<file path="config.mk">
export PLATFORM = sky130hd
export DESIGN_NAME = header_sync_frame_deframer
export DESIGN_NICKNAME = d
export VERILOG_FILES = /design/src/sv/hsfd_pkg.sv /design/src/sv/hsfd_front.sv /design/src/sv/hsfd_engine.sv /design/src/sv/header_sync_frame_deframer.sv
export SDC_FILE = /design/constraint.sdc
export NUM_CORES = 1
export LEC_CHECK = 0
export BUFFER_PORTS_ARGS = -buffer_cell sky130_fd_sc_hd__buf_2
export CAP_MARGIN = 20
export CORE_MARGIN = 3
export CORE_UTILIZATION = 55
export DETAILED_ROUTE_END_ITERATION = 6
export PLACE_DENSITY = 0.71
export SLEW_MARGIN = 20
export SYNTH_ARGS = -nofsm -noshare
export SYNTH_HDL_FRONTEND = slang
export SYNTH_SLANG_ARGS = --single-unit
</file>
<file path="constraint.sdc">
create_clock -name clk -period 8.8 [get_ports clk]
set_input_delay 1.32 -clock clk [delete_from_list [all_inputs] [get_ports clk]]
set_output_delay 1.32 -clock clk [all_outputs]
set_load 0.1 [all_outputs]
</file>
<file path="src/sv/hsfd_pkg.sv">
package hsfd_pkg;

  // Buffer sizing and per-word result limit
  localparam int unsigned MAX_FRAME_BYTES_DEF = 32;
  localparam int unsigned MAX_RESULTS         = 16;

  // Header bytes
  localparam logic [7:0] SYNC_A = 8'hEF;
  localparam logic [7:0] SYNC_B = 8'hDD;

  // Message types
  localparam logic [7:0] MT_SETTINGS = 8'h08;
  localparam logic [7:0] MT_TIMER    = 8'h07;
  localparam logic [7:0] MT_EVENT    = 8'h0C;

  // Event identifiers
  localparam logic [7:0] EV_EXT     = 8'h0B;
  localparam logic [7:0] EV_WEIGHT  = 8'h05;
  localparam logic [7:0] EV_BATTERY = 8'h06;
  localparam logic [7:0] EV_TIMER   = 8'h07;
  localparam logic [7:0] EV_KEY     = 8'h08;

  typedef enum logic [1:0] {
    VERDICT_OK,
    VERDICT_BAD_LEN,
    VERDICT_BAD_SUM
  } verdict_t;

  typedef enum logic [2:0] {
    KIND_SETTINGS,
    KIND_TIMER,
    KIND_WEIGHT,
    KIND_BATTERY,
    KIND_KEY,
    KIND_UNKNOWN,
    KIND_REJECTED
  } kind_t;

  typedef enum logic [2:0] {
    ST_IDLE,
    ST_HUNT_RD,
    ST_HUNT_CHK,
    ST_SCAN_RD,
    ST_SCAN_CHK,
    ST_EMIT,
    ST_DONE
  } eng_state_t;

  // Received word with its header classification
  typedef struct packed {
    logic [7:0] data;
    logic       is_a;
    logic       is_b;
  } rx_word_t;

  // Engine status seen by the top level
  typedef struct packed {
    logic idle;
    logic pend_valid;
    logic fill_bad;
  } eng_status_t;

  // Inbound classification of an accepted frame
  function automatic kind_t classify(input logic [7:0] mtype, input logic [7:0] bl,
                                     input logic [7:0] p0, input logic [7:0] p3);
    kind_t k;
    k = KIND_UNKNOWN;
    if (mtype == MT_SETTINGS) begin
      k = KIND_SETTINGS;
    end else if (mtype == MT_TIMER) begin
      k = KIND_TIMER;
    end else if (mtype == MT_EVENT) begin
      if (bl == 8'd1) begin
        k = KIND_REJECTED;
      end else if (p0 == EV_EXT) begin
        if (bl < 8'd5) begin
          k = KIND_UNKNOWN;
        end else if (p3 == EV_WEIGHT) begin
          k = (bl >= 8'd11) ? KIND_WEIGHT : KIND_UNKNOWN;
        end else if (p3 == EV_TIMER) begin
          k = (bl >= 8'd8) ? KIND_TIMER : KIND_UNKNOWN;
        end else begin
          k = KIND_UNKNOWN;
        end
      end else if (p0 == EV_WEIGHT) begin
        k = KIND_WEIGHT;
      end else if (p0 == EV_BATTERY) begin
        k = KIND_BATTERY;
      end else if (p0 == EV_TIMER) begin
        k = KIND_TIMER;
      end else if (p0 == EV_KEY) begin
        k = KIND_KEY;
      end else begin
        k = KIND_UNKNOWN;
      end
    end
    return k;
  endfunction

endpackage

</file>
<file path="src/sv/hsfd_front.sv">
module hsfd_front (
  input  logic              clk,
  input  logic              rst,
  input  logic              rx_valid,
  output logic              rx_stall,
  input  logic [7:0]        rx_byte,
  output logic              q_valid,
  output hsfd_pkg::rx_word_t q_word,
  input  logic              q_pop
);
  import hsfd_pkg::*;

  rx_word_t   slot [2];
  logic       wptr;
  logic       rptr;
  logic [1:0] cnt;
  logic       push;
  logic       pop;
  rx_word_t   in_word;

  // Classify the incoming word against the header bytes
  always_comb begin
    in_word.data = rx_byte;
    in_word.is_a = (rx_byte == SYNC_A);
    in_word.is_b = (rx_byte == SYNC_B);
  end

  assign rx_stall = (cnt == 2'd2);
  assign q_valid  = (cnt != 2'd0);
  assign q_word   = slot[rptr];
  assign push     = rx_valid && !rx_stall;
  assign pop      = q_pop && q_valid;

  // Hold words in a two-entry queue
  always_ff @(posedge clk) begin
    if (push) begin
      slot[wptr] <= in_word;
    end
  end

  // Advance pointers and occupancy
  always_ff @(posedge clk) begin
    if (rst) begin
      wptr <= 1'b0;
      rptr <= 1'b0;
      cnt  <= 2'd0;
    end else begin
      if (push) begin
        wptr <= ~wptr;
      end
      if (pop) begin
        rptr <= ~rptr;
      end
      if (push && !pop) begin
        cnt <= cnt + 2'd1;
      end else if (pop && !push) begin
        cnt <= cnt - 2'd1;
      end
    end
  end

endmodule

</file>
<file path="src/sv/hsfd_engine.sv">
module hsfd_engine #(
  parameter int unsigned MAX_FRAME_BYTES = hsfd_pkg::MAX_FRAME_BYTES_DEF
) (
  input  logic                  clk,
  input  logic                  rst,
  input  logic                  q_valid,
  input  hsfd_pkg::rx_word_t    q_word,
  output logic                  q_pop,
  output logic                  res_valid,
  input  logic                  res_stall,
  output logic [1:0]            verdict,
  output logic [7:0]            msg_type,
  output logic [5:0]            wire_length,
  output logic [2:0]            inbound_kind,
  output logic [7:0]            event_id,
  output logic                  last,
  output hsfd_pkg::eng_status_t status
);
  import hsfd_pkg::*;

  localparam int unsigned N  = MAX_FRAME_BYTES;
  localparam int unsigned AW = $clog2(N);
  localparam int unsigned FW = $clog2(N + 1);
  localparam int unsigned SW = FW + 1;
  localparam int unsigned CW = $clog2(MAX_RESULTS + 1);
  localparam logic [8:0]    MAX_BODY  = 9'(N - 5);
  localparam logic [FW-1:0] FILL_FULL = FW'(N);

  // Circular buffer storage
  logic [7:0]    mem [N];
  logic [AW-1:0] rd_addr;
  logic [AW-1:0] wr_addr;
  logic [7:0]    wr_data;
  logic          wr_en;
  logic [7:0]    rd_data;

  eng_state_t state, state_next;
  logic [AW-1:0] head, head_next;
  logic [FW-1:0] fill, fill_next;
  logic [FW-1:0] idx, idx_next;
  logic          hfirst, hfirst_next;
  logic [7:0]    prev, prev_next;
  logic [7:0]    mtype, mtype_next;
  logic [7:0]    bl, bl_next;
  logic [7:0]    se, se_next;
  logic [7:0]    so, so_next;
  logic [7:0]    p0, p0_next;
  logic [7:0]    p3, p3_next;
  logic [7:0]    ck0, ck0_next;
  logic [CW-1:0] cnt, cnt_next;

  verdict_t      res_verdict, res_verdict_next;
  logic [5:0]    res_len, res_len_next;
  kind_t         res_kind, res_kind_next;
  logic [7:0]    res_ev, res_ev_next;
  logic [7:0]    res_type, res_type_next;
  logic          res_accept, res_accept_next;

  logic          pend_valid, pend_valid_next;
  verdict_t      pend_verdict, pend_verdict_next;
  logic [7:0]    pend_type, pend_type_next;
  logic [5:0]    pend_len, pend_len_next;
  kind_t         pend_kind, pend_kind_next;
  logic [7:0]    pend_ev, pend_ev_next;

  logic          out_valid, out_valid_next;
  verdict_t      out_verdict, out_verdict_next;
  logic [7:0]    out_type, out_type_next;
  logic [5:0]    out_len, out_len_next;
  kind_t         out_kind, out_kind_next;
  logic [7:0]    out_ev, out_ev_next;
  logic          out_last, out_last_next;

  logic          can_load;
  logic [8:0]    need;
  logic          sum_ok;
  logic          proceed;

  function automatic logic [AW-1:0] wrap_add(input logic [AW-1:0] base,
                                             input logic [FW-1:0] off);
    logic [SW-1:0] s;
    s = SW'(base) + SW'(off);
    if (s >= SW'(N)) begin
      s = s - SW'(N);
    end
    return s[AW-1:0];
  endfunction

  // Write and read the buffer
  always_ff @(posedge clk) begin
    if (wr_en) begin
      mem[wr_addr] <= wr_data;
    end
    rd_data <= mem[rd_addr];
  end

  assign can_load = !out_valid || !res_stall;
  assign need     = 9'(bl) + 9'd5;
  assign sum_ok   = (se == ck0) && (so == rd_data);

  // Next state and datapath
  always_comb begin
    state_next        = state;
    head_next         = head;
    fill_next         = fill;
    idx_next          = idx;
    hfirst_next       = hfirst;
    prev_next         = prev;
    mtype_next        = mtype;
    bl_next           = bl;
    se_next           = se;
    so_next           = so;
    p0_next           = p0;
    p3_next           = p3;
    ck0_next          = ck0;
    cnt_next          = cnt;
    res_verdict_next  = res_verdict;
    res_len_next      = res_len;
    res_kind_next     = res_kind;
    res_ev_next       = res_ev;
    res_type_next     = res_type;
    res_accept_next   = res_accept;
    pend_valid_next   = pend_valid;
    pend_verdict_next = pend_verdict;
    pend_type_next    = pend_type;
    pend_len_next     = pend_len;
    pend_kind_next    = pend_kind;
    pend_ev_next      = pend_ev;
    out_valid_next    = out_valid;
    out_verdict_next  = out_verdict;
    out_type_next     = out_type;
    out_len_next      = out_len;
    out_kind_next     = out_kind;
    out_ev_next       = out_ev;
    out_last_next     = out_last;
    q_pop             = 1'b0;
    wr_en             = 1'b0;
    wr_addr           = wrap_add(head, fill);
    wr_data           = q_word.data;
    rd_addr           = wrap_add(head, idx);
    proceed           = 1'b0;

    // Drop the output word once taken
    if (out_valid && !res_stall) begin
      out_valid_next = 1'b0;
    end

    unique case (state)
      ST_IDLE: begin
        cnt_next = '0;
        if (q_valid) begin
          q_pop = 1'b1;
          // Store the word according to the hunt progress
          priority if (fill == '0) begin
            wr_en   = q_word.is_a;
            wr_addr = head;
            fill_next = q_word.is_a ? FW'(1) : '0;
          end else if (fill == FW'(1)) begin
            wr_addr = wrap_add(head, FW'(1));
            if (q_word.is_b) begin
              wr_en     = 1'b1;
              fill_next = FW'(2);
            end else if (!q_word.is_a) begin
              fill_next = '0;
            end
          end else if (fill >= FILL_FULL) begin
            wr_en     = q_word.is_a;
            wr_addr   = head;
            fill_next = q_word.is_a ? FW'(1) : '0;
          end else begin
            wr_en     = 1'b1;
            fill_next = fill + FW'(1);
          end
          if (fill_next != '0) begin
            idx_next    = '0;
            hfirst_next = 1'b1;
            state_next  = ST_HUNT_RD;
          end
        end
      end

      ST_HUNT_RD: begin
        state_next = ST_HUNT_CHK;
      end

      ST_HUNT_CHK: begin
        if (!hfirst && prev == SYNC_A && rd_data == SYNC_B) begin
          // Header found: move the head onto it
          head_next = wrap_add(head, idx - FW'(1));
          fill_next = fill - idx + FW'(1);
          if (fill_next < FW'(4)) begin
            state_next = ST_DONE;
          end else begin
            idx_next   = FW'(2);
            state_next = ST_SCAN_RD;
          end
        end else if (SW'(idx) + SW'(1) >= SW'(fill)) begin
          // No header: keep a trailing first header byte
          if (rd_data == SYNC_A) begin
            head_next = wrap_add(head, idx);
            fill_next = FW'(1);
          end else begin
            fill_next = '0;
          end
          state_next = ST_DONE;
        end else begin
          prev_next   = rd_data;
          hfirst_next = 1'b0;
          idx_next    = idx + FW'(1);
          state_next  = ST_HUNT_RD;
        end
      end

      ST_SCAN_RD: begin
        state_next = ST_SCAN_CHK;
      end

      ST_SCAN_CHK: begin
        res_type_next = mtype;
        if (9'(idx) == 9'd2) begin
          mtype_next = rd_data;
          idx_next   = idx + FW'(1);
          state_next = ST_SCAN_RD;
        end else if (9'(idx) == 9'd3) begin
          bl_next = rd_data;
          if (rd_data == 8'd0 || 9'(rd_data) > MAX_BODY) begin
            res_verdict_next = VERDICT_BAD_LEN;
            res_len_next     = 6'd4;
            res_kind_next    = KIND_REJECTED;
            res_ev_next      = 8'd0;
            res_accept_next  = 1'b0;
            state_next       = ST_EMIT;
          end else if (9'(fill) < 9'(rd_data) + 9'd5) begin
            state_next = ST_DONE;
          end else begin
            se_next    = rd_data;
            so_next    = 8'd0;
            idx_next   = idx + FW'(1);
            state_next = ST_SCAN_RD;
          end
        end else begin
          // Accumulate the even and odd body sums
          if (9'(idx) < 9'(bl) + 9'd3) begin
            if (idx[0]) begin
              se_next = se + rd_data;
            end else begin
              so_next = so + rd_data;
            end
          end
          if (9'(idx) == 9'd4) begin
            p0_next = rd_data;
          end
          if (9'(idx) == 9'd7) begin
            p3_next = rd_data;
          end
          if (9'(idx) == need - 9'd2) begin
            ck0_next = rd_data;
          end
          if (9'(idx) == need - 9'd1) begin
            res_verdict_next = sum_ok ? VERDICT_OK : VERDICT_BAD_SUM;
            res_len_next     = need[5:0];
            res_kind_next    = sum_ok ? classify(mtype, bl, p0, p3) : KIND_REJECTED;
            res_ev_next      = (bl >= 8'd2) ? p0 : 8'd0;
            res_accept_next  = sum_ok;
            state_next       = ST_EMIT;
          end else begin
            idx_next   = idx + FW'(1);
            state_next = ST_SCAN_RD;
          end
        end
      end

      ST_EMIT: begin
        // Stage the result, or drop it once the per-word limit is reached; the pending one goes out as not last
        if (cnt >= CW'(MAX_RESULTS)) begin
          proceed = 1'b1;
        end else if (!pend_valid || can_load) begin
          proceed = 1'b1;
          if (pend_valid) begin
            out_valid_next   = 1'b1;
            out_verdict_next = pend_verdict;
            out_type_next    = pend_type;
            out_len_next     = pend_len;
            out_kind_next    = pend_kind;
            out_ev_next      = pend_ev;
            out_last_next    = 1'b0;
          end
          pend_valid_next   = 1'b1;
          pend_verdict_next = res_verdict;
          pend_type_next    = res_type;
          pend_len_next     = res_len;
          pend_kind_next    = res_kind;
          pend_ev_next      = res_ev;
          cnt_next          = cnt + CW'(1);
        end
        if (proceed) begin
          hfirst_next = 1'b1;
          if (res_accept) begin
            head_next = wrap_add(head, FW'(need));
            fill_next = fill - FW'(need);
            idx_next  = '0;
            state_next = (fill_next != '0) ? ST_HUNT_RD : ST_DONE;
          end else begin
            idx_next   = FW'(1);
            state_next = ST_HUNT_RD;
          end
        end
      end

      ST_DONE: begin
        // Release the final result of this word marked last
        if (!pend_valid) begin
          state_next = ST_IDLE;
        end else if (can_load) begin
          out_valid_next   = 1'b1;
          out_verdict_next = pend_verdict;
          out_type_next    = pend_type;
          out_len_next     = pend_len;
          out_kind_next    = pend_kind;
          out_ev_next      = pend_ev;
          out_last_next    = 1'b1;
          pend_valid_next  = 1'b0;
          state_next       = ST_IDLE;
        end
      end

      default: begin
        state_next = ST_IDLE;
      end
    endcase
  end

  // Control registers
  always_ff @(posedge clk) begin
    if (rst) begin
      state      <= ST_IDLE;
      head       <= '0;
      fill       <= '0;
      cnt        <= '0;
      pend_valid <= 1'b0;
      out_valid  <= 1'b0;
    end else begin
      state      <= state_next;
      head       <= head_next;
      fill       <= fill_next;
      cnt        <= cnt_next;
      pend_valid <= pend_valid_next;
      out_valid  <= out_valid_next;
    end
  end

  // Payload registers
  always_ff @(posedge clk) begin
    idx          <= idx_next;
    hfirst       <= hfirst_next;
    prev         <= prev_next;
    mtype        <= mtype_next;
    bl           <= bl_next;
    se           <= se_next;
    so           <= so_next;
    p0           <= p0_next;
    p3           <= p3_next;
    ck0          <= ck0_next;
    res_verdict  <= res_verdict_next;
    res_len      <= res_len_next;
    res_kind     <= res_kind_next;
    res_ev       <= res_ev_next;
    res_type     <= res_type_next;
    res_accept   <= res_accept_next;
    pend_verdict <= pend_verdict_next;
    pend_type    <= pend_type_next;
    pend_len     <= pend_len_next;
    pend_kind    <= pend_kind_next;
    pend_ev      <= pend_ev_next;
    out_verdict  <= out_verdict_next;
    out_type     <= out_type_next;
    out_len      <= out_len_next;
    out_kind     <= out_kind_next;
    out_ev       <= out_ev_next;
    out_last     <= out_last_next;
  end

  assign res_valid    = out_valid;
  assign verdict      = out_verdict;
  assign msg_type     = out_type;
  assign wire_length  = out_len;
  assign inbound_kind = out_kind;
  assign event_id     = out_ev;
  assign last         = out_last;

  always_comb begin
    status.idle       = (state == ST_IDLE);
    status.pend_valid = pend_valid;
    status.fill_bad   = (fill > FILL_FULL);
  end

endmodule

</file>
<file path="src/sv/header_sync_frame_deframer.sv">
// Flow: a word leaves the input queue, then the buffer engine reads the buffered bytes in a
// header hunt, checks each frame byte, stages each result and releases the last one, and
// rejects can cascade through the buffer.
// Throughput: one word at a time, set by the single read port of the frame buffer.
// Reset: synchronous, clears the queue, buffer fill and result valid flags; contents stay.
module header_sync_frame_deframer #(
  parameter int unsigned MAX_FRAME_BYTES = hsfd_pkg::MAX_FRAME_BYTES_DEF
) (
  input  logic       clk,
  input  logic       rst,
  input  logic       rx_valid,
  output logic       rx_stall,
  input  logic [7:0] rx_byte,
  output logic       res_valid,
  input  logic       res_stall,
  output logic [1:0] verdict,
  output logic [7:0] msg_type,
  output logic [5:0] wire_length,
  output logic [2:0] inbound_kind,
  output logic [7:0] event_id,
  output logic       last
);
  import hsfd_pkg::*;

  logic        q_valid;
  rx_word_t    q_word;
  logic        q_pop;
  eng_status_t status;

  // Accept and classify words
  hsfd_front u_front (
    .clk      (clk),
    .rst      (rst),
    .rx_valid (rx_valid),
    .rx_stall (rx_stall),
    .rx_byte  (rx_byte),
    .q_valid  (q_valid),
    .q_word   (q_word),
    .q_pop    (q_pop)
  );

  // Buffer, hunt, check and report frames
  hsfd_engine #(
    .MAX_FRAME_BYTES (MAX_FRAME_BYTES)
  ) u_engine (
    .clk          (clk),
    .rst          (rst),
    .q_valid      (q_valid),
    .q_word       (q_word),
    .q_pop        (q_pop),
    .res_valid    (res_valid),
    .res_stall    (res_stall),
    .verdict      (verdict),
    .msg_type     (msg_type),
    .wire_length  (wire_length),
    .inbound_kind (inbound_kind),
    .event_id     (event_id),
    .last         (last),
    .status       (status)
  );

`ifndef SYNTH
  a_fill_in_range: assert property (@(posedge clk) disable iff (rst) !status.fill_bad)
    else $error("buffer fill beyond capacity");
  a_idle_no_pending: assert property (@(posedge clk) disable iff (rst)
    status.idle |-> !status.pend_valid)
    else $error("result left pending while idle");
  a_reset_clears_out: assert property (@(posedge clk) rst |=> !res_valid)
    else $error("result valid after reset");
`endif

endmodule

</file>
==> impl_metrics.tcl <==
set metrics [dict create \
    multiInputGateArea_um2 7180 \
    via_per_inst 6.05 \
    synthesis.nets 1458 \
    hold-worst-slack_ns 0.416 \
    status "finished, final reports clean" \
    die_area_um2 40700 \
    layout_worst_path_cycle_share 0.469 \
    dieHeight_um 202 \
    rows 71 \
    grt_pass1_vias 11900 \
    cts_setup_buffers 0 \
    grt.met1_usage 0.305 \
    critPathArrivalTime_ns 4.31 \
    ff_latch_area_um2 13600 \
    cts_hold_buf 0 \
    cts_tree "done" \
    grt_max_degree 47 \
    drt-initial-drc-count 981 \
    grt_overflow 0 \
    top_regs "u_engine.mem: 256 flops, u_front.slot: 20 flops" \
    drv_slew 0 \
    postSynthCellCount 1359 \
    cp.required_ns 8.98 \
    r2r_cells 10 \
    drtPass1Iterations 5 \
    core-area_um2 37700 \
    timing.setup.tns_ns 0 \
    top_register "u_engine.mem" \
    holdPathEnd "u_engine.event_id[4]" \
    max_freq_mhz 242 \
    busiest_layer "met2" \
    final_cell_mix "430 x edfxtp_1, 80 x mux4_2, 78 x ha_1, 76 x nor2_1, 59 x a21oi_1" \
    drc 0 \
    hold_viol 0 \
    cts_buffer_depth 3 \
    final_common_cell "edfxtp_1" \
    pin_count 42 \
    async_flop_share 0 \
    hp-class "flip-flop to flip-flop" \
    synth-simple-area-share 0.0768 \
    slew_headroom 0.278 \
    pwr-share-clk 0.264 \
    synthMuxAreaShare 0.0999 \
    portBuffers 41 \
    end_kind "flip-flop" \
    rsz0062_at_grt "false" \
    nNetsFinal 1513 \
    cts_buffers 47 \
    gr-usage-all-layers 0.225 \
    detail-route-antenna-nets 0 \
    power_leakage_nw 7.96 \
    synthToLayoutAreaGrowth_pct 11.6 \
    synth_xor_area_frac 0.0381 \
    hp-start "u_engine.pend_ev[4]" \
    rrSetupSlack_ns 4.67 \
    use_met3 0.0395 \
    largest_reg_flops 256 \
    p_int_mw 5.03 \
    crit_fanout 20 \
    htreeDepth 2 \
    drive_above_1_share 0.191 \
    ys_seq_elements 464 \
    synth_edf_count 430 \
    instances_no_fill 1963 \
    hpwlAfterDp_um 30000 \
    fin_skew_ns 0.0311 \
    cts_resized 0 \
    p_seq_frac 0.392 \
    ir_drop_mv 0.219 \
    seq_area_frac_synth 0.646 \
    synth_compound_area_frac 0.0643 \
    initial_core_util 0.559 \
    dp_cells 1876 \
    syn_area_um2 21100 \
    cts_root_buffer "clkbuf_16" \
    wire_per_inst_um 23.1 \
    fill_cells 2798 \
    r2r-end "u_engine.res_kind[1]" \
    critPathLaunchType "flip-flop" \
    synth.avg_cell_area_um2 15.5 \
    route.vias.total 11900 \
    clk_latency_ns 0.58 \
    synthAdderAreaFrac 0.0545 \
    setup_viol 0 \
    use_met2 0.372 \
    pwr-share-comb 0.344 \
    synthFlopType "edfxtp_1" \
    grt_antenna_before_repair 0 \
    cts.sinks 464 \
    min_delay_path_depth 0 \
    crit_type "flip-flop to flip-flop" \
    max_slew.worst_pin.slew_ns 1.08 \
    synth_top_family_by_area "multiplexers" \
    netSwitchingFraction 0.333 \
    gp_congestion 0.894 \
    clk_pin_slew_ns 0.06 \
    yosys_warnings 0 \
    grt_pass1_wl_um 70700 \
    switchingPower_mw 2.52 \
    dieWidth_um 202 \
    wl_um 45300 \
    final.min_clock_period_ns 4.13 \
    cap_violations 0 \
    ys_types 84 \
    worstReg2RegStart "u_engine.bl[0]" \
    cellPowerDensity_nw_per_um2 321 \
]
==> how the worst max path moves through the flow <==
stage,from,to
final,u_engine.bl[0],u_engine.res_kind[1]
after global routing,u_engine.bl[0],u_engine.res_kind[0]
after CTS,u_engine.fill[1],u_engine.mem[14][7]
after detailed placement,u_engine.fill[1],u_engine.mem[14][0]
after global placement,u_engine.fill[1],u_engine.mem[3][6]
after floorplan,res_stall,u_engine.pend_ev[0]
==> through the flow <==
stage | setup WS [ns] | power [mW] | util | instance area, µm²
floorplan | 5.00 | 4.79 | - | 21100
global placement | 4.80 | 5.51 | 0.580 | 21800
detailed placement | 4.69 | 5.56 | 0.580 | 21800
CTS | 4.65 | 7.57 | 0.621 | 23400
global route | 4.36 | 7.92 | 0.624 | 23500
finish | 4.67 | 7.55 | 0.624 | 23500
==> area by class of cell <==
| cell class | count | area share |
|---|---|---|
| Antenna cell | 1 | 0.000106 |
| Clock buffer | 63 | 0.0548 |
| Clock inverter | 23 | 0.0110 |
| Inverter | 47 | 0.00751 |
| Multi-Input combinational cell | 792 | 0.305 |
| Sequential cell | 464 | 0.578 |
| Tap cell | 511 | 0.0272 |
| Timing Repair Buffer | 62 | 0.0154 |
==> power by group through the flow <==
stage	Clock, mW	Sequential (mW)	Combinational (mW)
6_report	1.99	2.96	2.59
5_1_grt	2.11	2.98	2.82
4_1_cts	2.03	2.96	2.58
3_5_place_dp	0	3.01	2.56
3_3_place_gp	0	3.00	2.50
2_1_floorplan	0	2.86	1.93
==> synthesized netlist by cell type (all sizes together) (7+ instances only) <==
library cell / number / area [µm²]
fa: 8 / 160
a21o: 23 / 180
mux2i: 10 / 100
clkbuf: 26 / 98.8
o21a: 10 / 75.1
a21oi: 60 / 300
nor2: 77 / 292
nand3: 21 / 105
nand4: 12 / 75.1
nor2b: 18 / 113
o21ai: 31 / 155
inv: 47 / 176
buf: 30 / 164
nand2: 54 / 203
o22ai: 7 / 43.8
nor4: 9 / 62.6
xor2: 46 / 410
mux4: 80 / 1800
nor3: 57 / 300
dfxtp: 34 / 681
and2: 16 / 101
nor3b: 7 / 63.8
xnor2: 40 / 369
nand2b: 10 / 62.6
a211oi: 10 / 75.1
mux2: 18 / 203
edfxtp: 430 / 12900
ha: 79 / 988
==> layer usage <==
layer / up-vias / part of all wire
met5: - / 0
met4: 0 / 0.033
met3: 97 / 0.061
met2: 429 / 0.49
met1: 5942 / 0.42
li1: 5400 / -
==> logic make-up after synthesis <==
logic type               Yosys count
AO/OA/AOI/OAI                    198
XOR/XNOR                          87
adder cells (fa/ha/maj)           87
buffers and inverters            103
flip-flops                       464
multiplexers                     108
AND/OR/NAND/NOR                  312
==> critical path: stages, from the launching register on <==
cell	delay (ns)
edfxtp_1	0.61
ha_1	0.34
xor2_1	0.49
ha_1	0.36
nand2_1	0.16
mux2i_1	0.17
o22ai_1	0.22
xnor2_1	0.14
nand4b_1	0.13
o31ai_1	0.31
nor2b_2	0.82
No activity file was read; power rests on OpenSTA's default activity.
